$ cat config.mk
export PLATFORM = sky130hd
export DESIGN_NAME = serial_rx_event_conditioner_top
export DESIGN_NICKNAME = d
export VERILOG_FILES = /design/src/design/srec_pkg.sv /design/src/design/srec_decode.sv /design/src/design/srec_emit.sv /design/src/design/serial_rx_event_conditioner_top.sv
export VERILOG_INCLUDE_DIRS = /design/src /design/src/design
export SDC_FILE = /design/constraint.sdc
export NUM_CORES = 1
export LEC_CHECK = 0
export ABC_AREA = 0
export BUFFER_PORTS_ARGS = -buffer_cell sky130_fd_sc_hd__clkbuf_2
export CAP_MARGIN = 10
export CELL_PAD_IN_SITES_DETAIL_PLACEMENT = 1
export CELL_PAD_IN_SITES_GLOBAL_PLACEMENT = 1
export CORE_MARGIN = 8
export CORE_UTILIZATION = 44
export DETAILED_ROUTE_END_ITERATION = 7
export PLACE_DENSITY = 0.8
export SLEW_MARGIN = 20
export SYNTH_ARGS = -nofsm -noshare
export SYNTH_HDL_FRONTEND = slang
export SYNTH_SLANG_ARGS = --single-unit
$ cat constraint.sdc
create_clock -name clk -period 1.9 [get_ports clk]
set_input_delay 0.19 -clock clk [delete_from_list [all_inputs] [get_ports clk]]
set_output_delay 0.19 -clock clk [all_outputs]
set_load 0.01 [all_outputs]
$ cat src/design/serial_rx_event_conditioner_top_defines.svh
// Assertion macros shared by the conditioner RTL.
// Each macro expects clk and rst to exist in the module that uses it.
`ifndef SERIAL_RX_EVENT_CONDITIONER_TOP_DEFINES_SVH
`define SERIAL_RX_EVENT_CONDITIONER_TOP_DEFINES_SVH

// Same-cycle implication, checked outside reset.
`define SREC_ASSERT_NOW(lbl, ante, cons, msg) \
  lbl: assert property (@(posedge clk) disable iff (rst) (ante) |-> (cons)) else $error(msg);

// Next-cycle implication, checked outside reset.
`define SREC_ASSERT_NEXT(lbl, ante, cons, msg) \
  lbl: assert property (@(posedge clk) disable iff (rst) (ante) |=> (cons)) else $error(msg);

`endif

$ cat src/design/srec_pkg.sv
package srec_pkg;

  typedef enum logic [1:0] {
    REQ_RX_CHAR    = 2'd0,
    REQ_SPECIAL_RX = 2'd1,
    REQ_EXT_STATUS = 2'd2,
    REQ_TX_ACK     = 2'd3
  } req_t;

  typedef enum logic [2:0] {
    EV_CHAR   = 3'd0,
    EV_BREAK  = 3'd1,
    EV_WAKE   = 3'd2,
    EV_HANGUP = 3'd3,
    EV_RESUME = 3'd4
  } ev_t;

  typedef enum logic [2:0] {
    CFG_STRIP_HIGH_BIT   = 3'd0,
    CFG_IGNORE_BREAK     = 3'd1,
    CFG_BREAK_INTERRUPTS = 3'd2,
    CFG_CHECK_ERROR_BIT  = 3'd3,
    CFG_IGNORE_PARITY    = 3'd4,
    CFG_MARK_ERRORS      = 3'd5,
    CFG_LOCAL_LINE       = 3'd6,
    CFG_PORT_OPEN        = 3'd7
  } cfg_idx_t;

  typedef struct packed {
    logic strip_high_bit;
    logic ignore_break;
    logic break_interrupts;
    logic check_error_bit;
    logic ignore_parity;
    logic mark_errors;
    logic local_line;
    logic port_open;
  } cfg_t;

  typedef struct packed {
    ev_t        kind;
    logic [7:0] data;
  } res_t;

  // Up to three results per request, r0 goes out first.
  typedef struct packed {
    logic [1:0] cnt;
    res_t       r0;
    res_t       r1;
    res_t       r2;
  } res_list_t;

  localparam logic [7:0] CHAR_7BIT_MASK = 8'h7f;
  localparam logic [7:0] MARK_BYTE      = 8'hff;
  localparam int unsigned ST_BREAK_BIT  = 6;  // status 0x40
  localparam int unsigned ST_PARITY_BIT = 5;  // status 0x20
  localparam int unsigned EXT_BREAK_BIT = 7;  // ext status 0x80
  localparam int unsigned EXT_DCD_BIT   = 3;  // ext status 0x08

endpackage

$ cat src/design/srec_decode.sv
module srec_decode
  import srec_pkg::*;
(
  input  cfg_t       cfg,
  input  logic       carrier_on,
  input  logic [1:0] req_type,
  input  logic [7:0] char_in,
  input  logic [7:0] status_in,
  output res_list_t  res,
  output logic       carrier_next
);

  logic st_err;
  logic st_par;
  logic brk;
  logic wake;
  logic hang;
  res_t second;

  always_comb begin
    res          = '0;
    carrier_next = carrier_on;
    // 0x40 only counts when error checking is enabled
    st_err = status_in[ST_BREAK_BIT] & cfg.check_error_bit;
    st_par = status_in[ST_PARITY_BIT];
    brk    = char_in[EXT_BREAK_BIT] & ~cfg.ignore_break & cfg.break_interrupts;
    wake   = ~cfg.local_line & char_in[EXT_DCD_BIT] & ~carrier_on;
    hang   = ~cfg.local_line & ~char_in[EXT_DCD_BIT] & carrier_on & cfg.port_open;
    second = '{kind: (wake ? EV_WAKE : EV_HANGUP), data: 8'h00};

    case (req_t'(req_type))
      REQ_RX_CHAR: begin
        if (cfg.port_open) begin
          res.cnt = 2'd1;
          res.r0  = '{kind: EV_CHAR,
                      data: (cfg.strip_high_bit ? (char_in & CHAR_7BIT_MASK) : char_in)};
        end
      end
      REQ_SPECIAL_RX: begin
        if (cfg.port_open && (st_err || st_par)) begin
          if (st_err) begin
            if (cfg.ignore_break) begin
              res.cnt = 2'd0;
            end else if (cfg.break_interrupts) begin
              res.cnt = 2'd1;
              res.r0  = '{kind: EV_BREAK, data: 8'h00};
            end else if (cfg.mark_errors) begin
              // marked sequence, char passed unstripped
              res.cnt = 2'd3;
              res.r0  = '{kind: EV_CHAR, data: MARK_BYTE};
              res.r1  = '{kind: EV_CHAR, data: 8'h00};
              res.r2  = '{kind: EV_CHAR, data: char_in};
            end else begin
              res.cnt = 2'd1;
              res.r0  = '{kind: EV_CHAR, data: 8'h00};
            end
          end else if (!cfg.ignore_parity) begin
            res.cnt = 2'd1;
            res.r0  = '{kind: EV_CHAR, data: 8'h00};
          end
        end
      end
      REQ_EXT_STATUS: begin
        if (brk) begin
          res.cnt = 2'd1;
          res.r0  = '{kind: EV_BREAK, data: 8'h00};
        end
        if (wake || hang) begin
          res.cnt = brk ? 2'd2 : 2'd1;
          if (brk) begin
            res.r1 = second;
          end else begin
            res.r0 = second;
          end
        end
        // carrier loss clears state even with the port closed
        if (!cfg.local_line) begin
          carrier_next = char_in[EXT_DCD_BIT];
        end
      end
      REQ_TX_ACK: begin
        res.cnt = 2'd1;
        res.r0  = '{kind: EV_RESUME, data: 8'h00};
      end
      default: begin
        res.cnt = 2'd0;
      end
    endcase
  end

endmodule

$ cat src/design/srec_emit.sv
`include "serial_rx_event_conditioner_top_defines.svh"

module srec_emit
  import srec_pkg::*;
(
  input  logic       clk,
  input  logic       rst,
  input  logic       load,
  input  res_list_t  list,
  output logic       can_load,
  output logic       out_valid,
  input  logic       out_stall,
  output logic [2:0] event_kind,
  output logic [7:0] data_out,
  output logic       last
);

  logic [1:0] rem;
  res_t       r0;
  res_t       r1;
  res_t       r2;
  logic       take;

  assign out_valid  = (rem != 2'd0);
  assign last       = (rem == 2'd1);
  assign take       = out_valid & ~out_stall;
  assign can_load   = ~out_valid | (take & last);
  assign event_kind = r0.kind;
  assign data_out   = r0.data;

  always_ff @(posedge clk) begin
    if (rst) begin
      rem <= 2'd0;
    end else if (load) begin
      rem <= list.cnt;
    end else if (take) begin
      rem <= rem - 2'd1;
    end
  end

  // shift line: head entry always drives the port
  always_ff @(posedge clk) begin
    if (load) begin
      r0 <= list.r0;
      r1 <= list.r1;
      r2 <= list.r2;
    end else if (take) begin
      r0 <= r1;
      r1 <= r2;
    end
  end

  `SREC_ASSERT_NOW(a_load_when_free, load, can_load, "load while results still pending")
  `SREC_ASSERT_NEXT(a_load_shows, load && (list.cnt != 2'd0), out_valid, "loaded results not shown")
  `SREC_ASSERT_NEXT(a_last_drains, take && last && !load, !out_valid, "valid after last result")

endmodule

$ cat src/design/serial_rx_event_conditioner_top.sv
// Serial receive event conditioner.
// Input channel (in_valid / in_stall): one controller request per accepted
// item, carrying req_type, char_in and status_in. Output channel
// (out_valid / out_stall): zero to three result items per request, each with
// event_kind, data_out and last; last marks the final result of a request.
// Config channel (cfg_valid / cfg_ready, always ready): writes one bit of
// cfg_data into register cfg_index; the user must write only while the block
// is idle, which the block itself does not enforce. A request passes through
// the input register, then the three-entry result shift line. Throughput: one
// request per cycle when each gives at most one result and out_stall stays
// low; a request with more results holds the line until its last is taken.
// Requests with no result leave the result line free.
// Stall: while out_stall is high the head result holds; one request can
// wait in the input register, then in_stall rises.
// Reset (rst, synchronous): all config bits and the carrier flag clear, the
// input register and result line empty.
`include "serial_rx_event_conditioner_top_defines.svh"

module serial_rx_event_conditioner_top
  import srec_pkg::*;
(
  input  logic       clk,
  input  logic       rst,
  // request channel
  input  logic       in_valid,
  output logic       in_stall,
  input  logic [1:0] req_type,
  input  logic [7:0] char_in,
  input  logic [7:0] status_in,
  // result channel
  output logic       out_valid,
  input  logic       out_stall,
  output logic [2:0] event_kind,
  output logic [7:0] data_out,
  output logic       last,
  // config write channel
  input  logic       cfg_valid,
  output logic       cfg_ready,
  input  logic [2:0] cfg_index,
  input  logic       cfg_data
);

  cfg_t       cfg;
  logic       carrier_on;
  logic       carrier_next;
  logic       in_vld_q;
  logic [1:0] req_q;
  logic [7:0] char_q;
  logic [7:0] status_q;
  logic       can_load;
  logic       advance;
  logic       accept;
  res_list_t  res;

  assign cfg_ready = 1'b1;

  // config registers
  always_ff @(posedge clk) begin
    if (rst) begin
      cfg <= '0;
    end else if (cfg_valid && cfg_ready) begin
      case (cfg_idx_t'(cfg_index))
        CFG_STRIP_HIGH_BIT:   cfg.strip_high_bit   <= cfg_data;
        CFG_IGNORE_BREAK:     cfg.ignore_break     <= cfg_data;
        CFG_BREAK_INTERRUPTS: cfg.break_interrupts <= cfg_data;
        CFG_CHECK_ERROR_BIT:  cfg.check_error_bit  <= cfg_data;
        CFG_IGNORE_PARITY:    cfg.ignore_parity    <= cfg_data;
        CFG_MARK_ERRORS:      cfg.mark_errors      <= cfg_data;
        CFG_LOCAL_LINE:       cfg.local_line       <= cfg_data;
        CFG_PORT_OPEN:        cfg.port_open        <= cfg_data;
        default: begin
          cfg <= cfg;
        end
      endcase
    end
  end

  // input register: request moves on once the result line can take it
  assign advance  = in_vld_q & can_load;
  assign in_stall = in_vld_q & ~can_load;
  assign accept   = in_valid & ~in_stall;

  always_ff @(posedge clk) begin
    if (rst) begin
      in_vld_q <= 1'b0;
    end else if (accept) begin
      in_vld_q <= 1'b1;
    end else if (advance) begin
      in_vld_q <= 1'b0;
    end
  end

  always_ff @(posedge clk) begin
    if (accept) begin
      req_q    <= req_type;
      char_q   <= char_in;
      status_q <= status_in;
    end
  end

  // carrier flag commits together with the request's results
  always_ff @(posedge clk) begin
    if (rst) begin
      carrier_on <= 1'b0;
    end else if (advance) begin
      carrier_on <= carrier_next;
    end
  end

  srec_decode u_decode (
    .cfg          (cfg),
    .carrier_on   (carrier_on),
    .req_type     (req_q),
    .char_in      (char_q),
    .status_in    (status_q),
    .res          (res),
    .carrier_next (carrier_next)
  );

  srec_emit u_emit (
    .clk        (clk),
    .rst        (rst),
    .load       (advance),
    .list       (res),
    .can_load   (can_load),
    .out_valid  (out_valid),
    .out_stall  (out_stall),
    .event_kind (event_kind),
    .data_out   (data_out),
    .last       (last)
  );

  `SREC_ASSERT_NEXT(a_carrier_hold, !advance, $stable(carrier_on), "carrier moved without request")
  `SREC_ASSERT_NEXT(a_empty_req, advance && (res.cnt == 2'd0), !out_valid, "result from empty request")
  `SREC_ASSERT_NOW(a_local_carrier, advance && cfg.local_line, carrier_next == carrier_on, "carrier changed on local line")

endmodule

## Yosys cells after proc, flatten, opt, wreduce, memory -nomap -nowiden

Index checks and enable logic that the tools add are counted.
W data, S select, Z words.

| cells by class | value |
|---|---|
| $add $sub $neg | 1 |
| multiply operators | 0 |
| divide/modulo/power cells | 0 |
| order comparisons | 0 |
| equality and inequality tests | 11 |
| shifts and indexed selects | 0 |
| multiplexer cells | 32 |
| bitwise gates (word level) | 26 |
| reduce and logical (&&, ||, !) cells | 19 |

Operators with widths:

| operator | number |
|---|---|
| $mux W13 | 7 |
| $mux W11 | 6 |
| $pmux W13 S4 | 1 |
| $mux W22 | 2 |
| $mux W12 | 3 |
| $mux W35 | 1 |
| $mux W33 | 1 |
| $mux W24 | 1 |
| $pmux W11 S2 | 1 |
| $mux W8 | 2 |
| $reduce_and A2 Y1 | 8 |
| $and A1 B1 Y1 | 13 |
| $eq A3 B3 Y1 const B | 4 |
| $not A1 Y1 | 12 |
| $mux W2 | 4 |
| $eq A3 B2 Y1 const B | 2 |
| $reduce_bool A2 Y1 | 3 |
| $reduce_or A6 Y1 | 1 |
| $reduce_or A5 Y1 | 1 |
| $eq A2 B1 Y1 const B | 2 |
| $eq A2 B2 Y1 const B | 2 |
| $eq A3 B1 Y1 const B | 1 |
| $logic_not A3 Y1 | 1 |
| $mux W1 | 3 |
| 6 further kinds | 7 |

| word-level totals | value |
|---|---|
| flip-flop bits (word level) | 62 |
| bits in latches | 0 |
| bits in writable memories | 0 |
| memory bits (read-only) | 0 |
| word-level logic and storage cells | 109 |
| memories | 0 |

## Logic depth before layout (Yosys ltp)

| depth | value |
|---|---|
| depth after elaboration | 11 |
| mapped depth | 8 |
| mapped depth without buffers | 7 |

## Hierarchy

Synthesis repeated with hierarchy kept, for this count alone.

| second synthesis, totals | value |
|---|---|
| cell total of the unflattened synthesis | 202 |
| area, all modules | 2,884.0 um^2 |

By module, submodules not included:

| module | instances | cells each | area each (um^2) |
|---|---|---|---|
| srec_emit | 1 | 77 | 1,408.9 |
| serial_rx_event_conditioner_top | 1 | 64 | 1,029.7 |
| srec_decode | 1 | 61 | 445.4 |

## Least setup slack after synthesis

No wires, ideal clock.

| timing path | value |
|---|---|
| path kind | register to register |
| start | register u_emit.rem[1] |
| end | register char_q[0], enable pin |
| data arrival time | 1.513 ns |
| required time | 1.520 ns |
| setup slack | 0.006 ns |
| cell stages (with the launch flop) | 7 |
| path buffers | 0 |
| cell sequence | dfxtp_1 inv_1 ha_1 clkinv_1 nand3_1 inv_1 nor2_1 |

| on the way | value |
|---|---|
| longest elaborated chain between the ends | 8 |
| elaborated cells on any way between the ends | 10 |

RTL lines:

| element | RTL line | source |
|---|---|---|
| start: declaration | srec_emit.sv:18 | `logic [1:0] rem;` |
| start signal: assignment | srec_emit.sv:35 | `rem <= list.cnt;` |
| start signal: assignment | srec_emit.sv:37 | `rem <= rem - 2'd1;` |
| $reduce_bool A2 Y1 (*) | srec_emit.sv:24 | `assign out_valid = (rem != 2'd0);` |
| named net out_valid | serial_rx_event_conditioner_top.sv:31 | `output logic out_valid,` |
| $and A1 B1 Y1 | srec_emit.sv:26 | `assign take = out_valid & ~out_stall;` |
| $and A1 B1 Y1 | srec_emit.sv:27 | `assign can_load = ~out_valid \| (take & last);` |
| $or A1 B1 Y1 (*) | srec_emit.sv:27 |  |
| $not A1 Y1 (*) | serial_rx_event_conditioner_top.sv:80 | `assign in_stall = in_vld_q & ~can_load;` |
| $and A1 B1 Y1 (*) | serial_rx_event_conditioner_top.sv:80 |  |
| named net in_stall | serial_rx_event_conditioner_top.sv:26 | `output logic in_stall,` |
| $not A1 Y1 (*) | serial_rx_event_conditioner_top.sv:81 | `assign accept = in_valid & ~in_stall;` |
| $and A1 B1 Y1 (*) | serial_rx_event_conditioner_top.sv:81 |  |
| named net accept | serial_rx_event_conditioner_top.sv:52 | `logic accept;` |
| end signal: assignment | serial_rx_event_conditioner_top.sv:96 | `char_q <= char_in;` |
| end: declaration | serial_rx_event_conditioner_top.sv:48 | `logic [7:0] char_q;` |

The timed path passes the listed nets; every way through them passes the cells marked *.
A chain may end at the register's enable or synchronous reset.

## Worst setup path in the final report

| timing path | value |
|---|---|
| start | register char_q[3] |
| end | register u_emit.rem[0] |

| on the way | value |
|---|---|
| longest elaborated chain between the ends | 8 |
| elaborated cells on any way between the ends | 10 |

RTL lines:

| element | RTL line | source |
|---|---|---|
| $not A1 Y1 | srec_decode.sv:28 | `hang = ~cfg.local_line & ~char_in[EXT_DCD_BIT] & carrier_on & cfg.port_open;` |
| $and A1 B1 Y1 (3 in series) | srec_decode.sv:28 |  |
| $logic_or A1 B1 Y1 (*) | srec_decode.sv:68 | `if (wake \|\| hang) begin` |
| $mux W24 (*) | srec_decode.sv:68 |  |
| $pmux W13 S4 (*) | srec_decode.sv:31 | `case (req_t'(req_type))` |
| $mux W2 (*) | srec_emit.sv:34 | `end else if (load) begin` |

Mark *: on every way between the ends. The rest lies on a longest branch, timed or not.

==> results.yml <==
layout:
  fin_area_um2: 2710
  n_fill_cell: 580
  nNetsFinal: 256
  syn_to_final_growth_pct: 15.4
  antenna_cells: 0
  drive_gt1_frac: 0.270
floorplanning:
  die_y_um: 89.0
  rows: 26
  io_pins: 42
  dieWidth_um: 89.0
  dieArea_um2: 7920
  initial_utilization: 0.456
  coreArea_um2: 5140
logic_synthesis:
  synth_seq_area_share: 0.627
  netlist_instances: 186
  synth_edf_count: 41
  async_flop_share: 0
  syn_area_per_cell_um2: 12.6
  syn_nets: 217
  yosysUniqueCellTypes: 42
  synth_ff_type: "edfxtp_1"
  synth_warnings: 0
  synth_area_leader_cell: "edfxtp_1"
  synth_top_area_share: 0.525
  mappedNetlistArea_um2: 2350
  synth.ff_latch_count: 53
  synth_area_leaders: "edfxtp_1 52%, dfxtp_1 10%, mux2i_1 4.7%, a21oi_1 2.6%, and2_2 2.6%"
pwr:
  pwr-share-comb: 0.148
  intPower_mw: 1.94
  p_seq_frac: 0.565
  p_switching_uw: 630
  power_switching_share: 0.245
  clkPwrFrac: 0.286
  p_per_area_nw_per_um2: 950
  p_leak_nw: 1.11
  ir_drop_mv: 0.435
cts:
  cts-htree-levels: 2
  cts_tree: "done"
  clockBufferDepth: 2
  cts_buffers: 5
  cts_sinks: 53
  path_clk_slew_ps: 90
  hold_buffers: 0
  root_buffer: "clkbuf_8"
  clkLatencyLatePin_ps: 300
  postCtsSetupBuffers: 0
  cts_resized: 0
setup_path:
  cp_slowest_stage_delay_ps: 470
  critPathArrivalTime_ps: 1980
  cpMostUsedCell: "a21oi_1"
  cp_slowest_cell: "edfxtp_1"
  cp-end-kind: "register"
  criticalPathCategory: "reg2reg"
  crit_family: "compound AO/OA/AOI/OAI gates"
  critPathMaxFanout: 5
  required_ps: 2130
  critPathBufInv: 0
  crit_chain: "nand3b_1, a21oi_1, ha_1, nand3_1, o2111ai_1, a21oi_1"
  critPathLaunchType: "register"
sta:
  setup_tns_ps: 0
  fmax_mhz: 572
  max_slew_margin: 0.620
  timing.final.crit_share: 0.921
  rsz0062_at_grt: "no"
  slew_violations: 0
  hold_viol: 0
  period_needed_ps: 1750
  setup_violations: 0
  tightest_slew_ps: 567
  hold-worst-slack_ps: 61.0
  fin_skew_ps: 4.40
grt:
  grt-ovfl-total: 0
  grt_max_degree: 27
  grt_first_pass_wirelength_um: 7490
  grt_usage: 0.128
  grt_pass1_vias: 1499
  antenna_found_initial: 0
placed_design:
  portBuffers: 34
  dpl.hpwl_um: 3560
  place_area_um2: 2600
  gp_congestion: 0.744
detailed_routing:
  vias_per_cell: 5.06
  ant_nets: 0
  drtPass1Iterations: 4
  drc: 0
  wl_per_cell_um: 16.2
  drt_wl_total_um: 4780
  vias: 1498
  drtIter0Drc: 86
status:
  status: "complete, no violations"
run:
  maxCapViolCount: 0
worst_hold_path:
  hold_class: "in2reg"
==> state kept, by name, indices dropped and copies added (netlist names) <==
register	count
u_emit.data_out	8
char_q	8
req_q	2
u_emit.event_kind	3
u_emit.r2	8
status_q	2
carrier_on	1
in_vld_q	1
u_emit.r1	10
u_emit.rem	2
cfg	8
==> layer usage <==
layer  global-route usage  routed length [um]  vias up
met5                    0                   0        -
met4               0.0514                  97        0
met3               0.0340                 211        7
met2                0.213                2350       28
met1                0.152                2130      719
li1                     -                   -      744
==> worst register-to-register path: cells and delay by family, from the launching register on <==
family / cells / cell delay (ps)
flip-flops: 1 / 470
AND/OR/NAND/NOR: 2 / 320
AO/OA/AOI/OAI: 3 / 580
adder cells (fa/ha/maj): 1 / 300
==> metrics by stage <==
step | instances | total power, mW | setup WS (ps) | utilization
finish | 296 | 2.57 | 151 | 0.527
floorplan | 186 | 1.71 | 6.12 | -
global placement | 288 | 1.84 | 228 | 0.506
global route | 296 | 2.68 | 21.5 | 0.527
CTS | 296 | 2.60 | 145 | 0.527
detailed placement | 288 | 1.87 | 185 | 0.506
==> layout make-up <==
| class | count | area, um2 | area share |
|---|---|---|---|
| Clock buffer | 6 | 72.6 | 0.0268 |
| Clock inverter | 2 | 33.8 | 0.0125 |
| Inverter | 11 | 41.3 | 0.0152 |
| Multi-Input combinational cell | 115 | 781 | 0.288 |
| Sequential cell | 53 | 1470 | 0.543 |
| Tap cell | 70 | 87.6 | 0.0323 |
| Timing Repair Buffer | 39 | 220 | 0.0813 |
==> power groups by stage <==
stage / Sequential (mW) / Clock, mW / Combinational, mW
after global placement: 1.47 / 0 / 0.368
after global routing: 1.47 / 0.790 / 0.424
after detailed placement: 1.48 / 0 / 0.385
after CTS: 1.46 / 0.753 / 0.390
after floorplan: 1.49 / 0 / 0.220
final: 1.45 / 0.736 / 0.382
==> logic make-up after synthesis <==
family / count (synthesis) / synth area share
adders and majority gates: 4 / 0.0213
AOI/OAI and AO/OA: 29 / 0.0805
muxes: 11 / 0.0469
other: 1 / 0.00160
buffers and inverters: 18 / 0.0400
and+or+nand+nor: 70 / 0.182
DFF: 53 / 0.627
==> final timing paths <==
| check | slack, ps | depth (start not counted) | end | start |
|---|---|---|---|---|
| worst max-delay path | 150 | 6 | u_emit.rem[0] | char_q[3] |
| worst min-delay path | 60 | 1 | char_q[3] | char_in[3] |
| worst max register to register | 150 | 6 | u_emit.rem[0] | char_q[3] |
| worst min register to register | 520 | 2 | cfg[3] | cfg[3] |
==> cells in the final DEF (no fill, tap or decap), types with 8 or more instances in the layout <==
cell / instances
edfxtp_1: 41
clkbuf_2: 34
nor2_1: 15
nand2_1: 13
a21oi_1: 12
dfxtp_1: 12
mux2i_1: 11
inv_1: 10
and2_1: 8
and2_2: 8
==> Yosys cell counts (all sizes together), types with 4 or more instances <==
library cell  instances
nor2                 15
nand3                 5
a21oi                12
ha                    4
nand4b                4
mux2i                11
o21ai                 9
and2                 16
clkbuf                5
edfxtp               41
dfxtp                12
nand2                13
inv                  10
No activity file was read; power rests on OpenSTA's default activity.
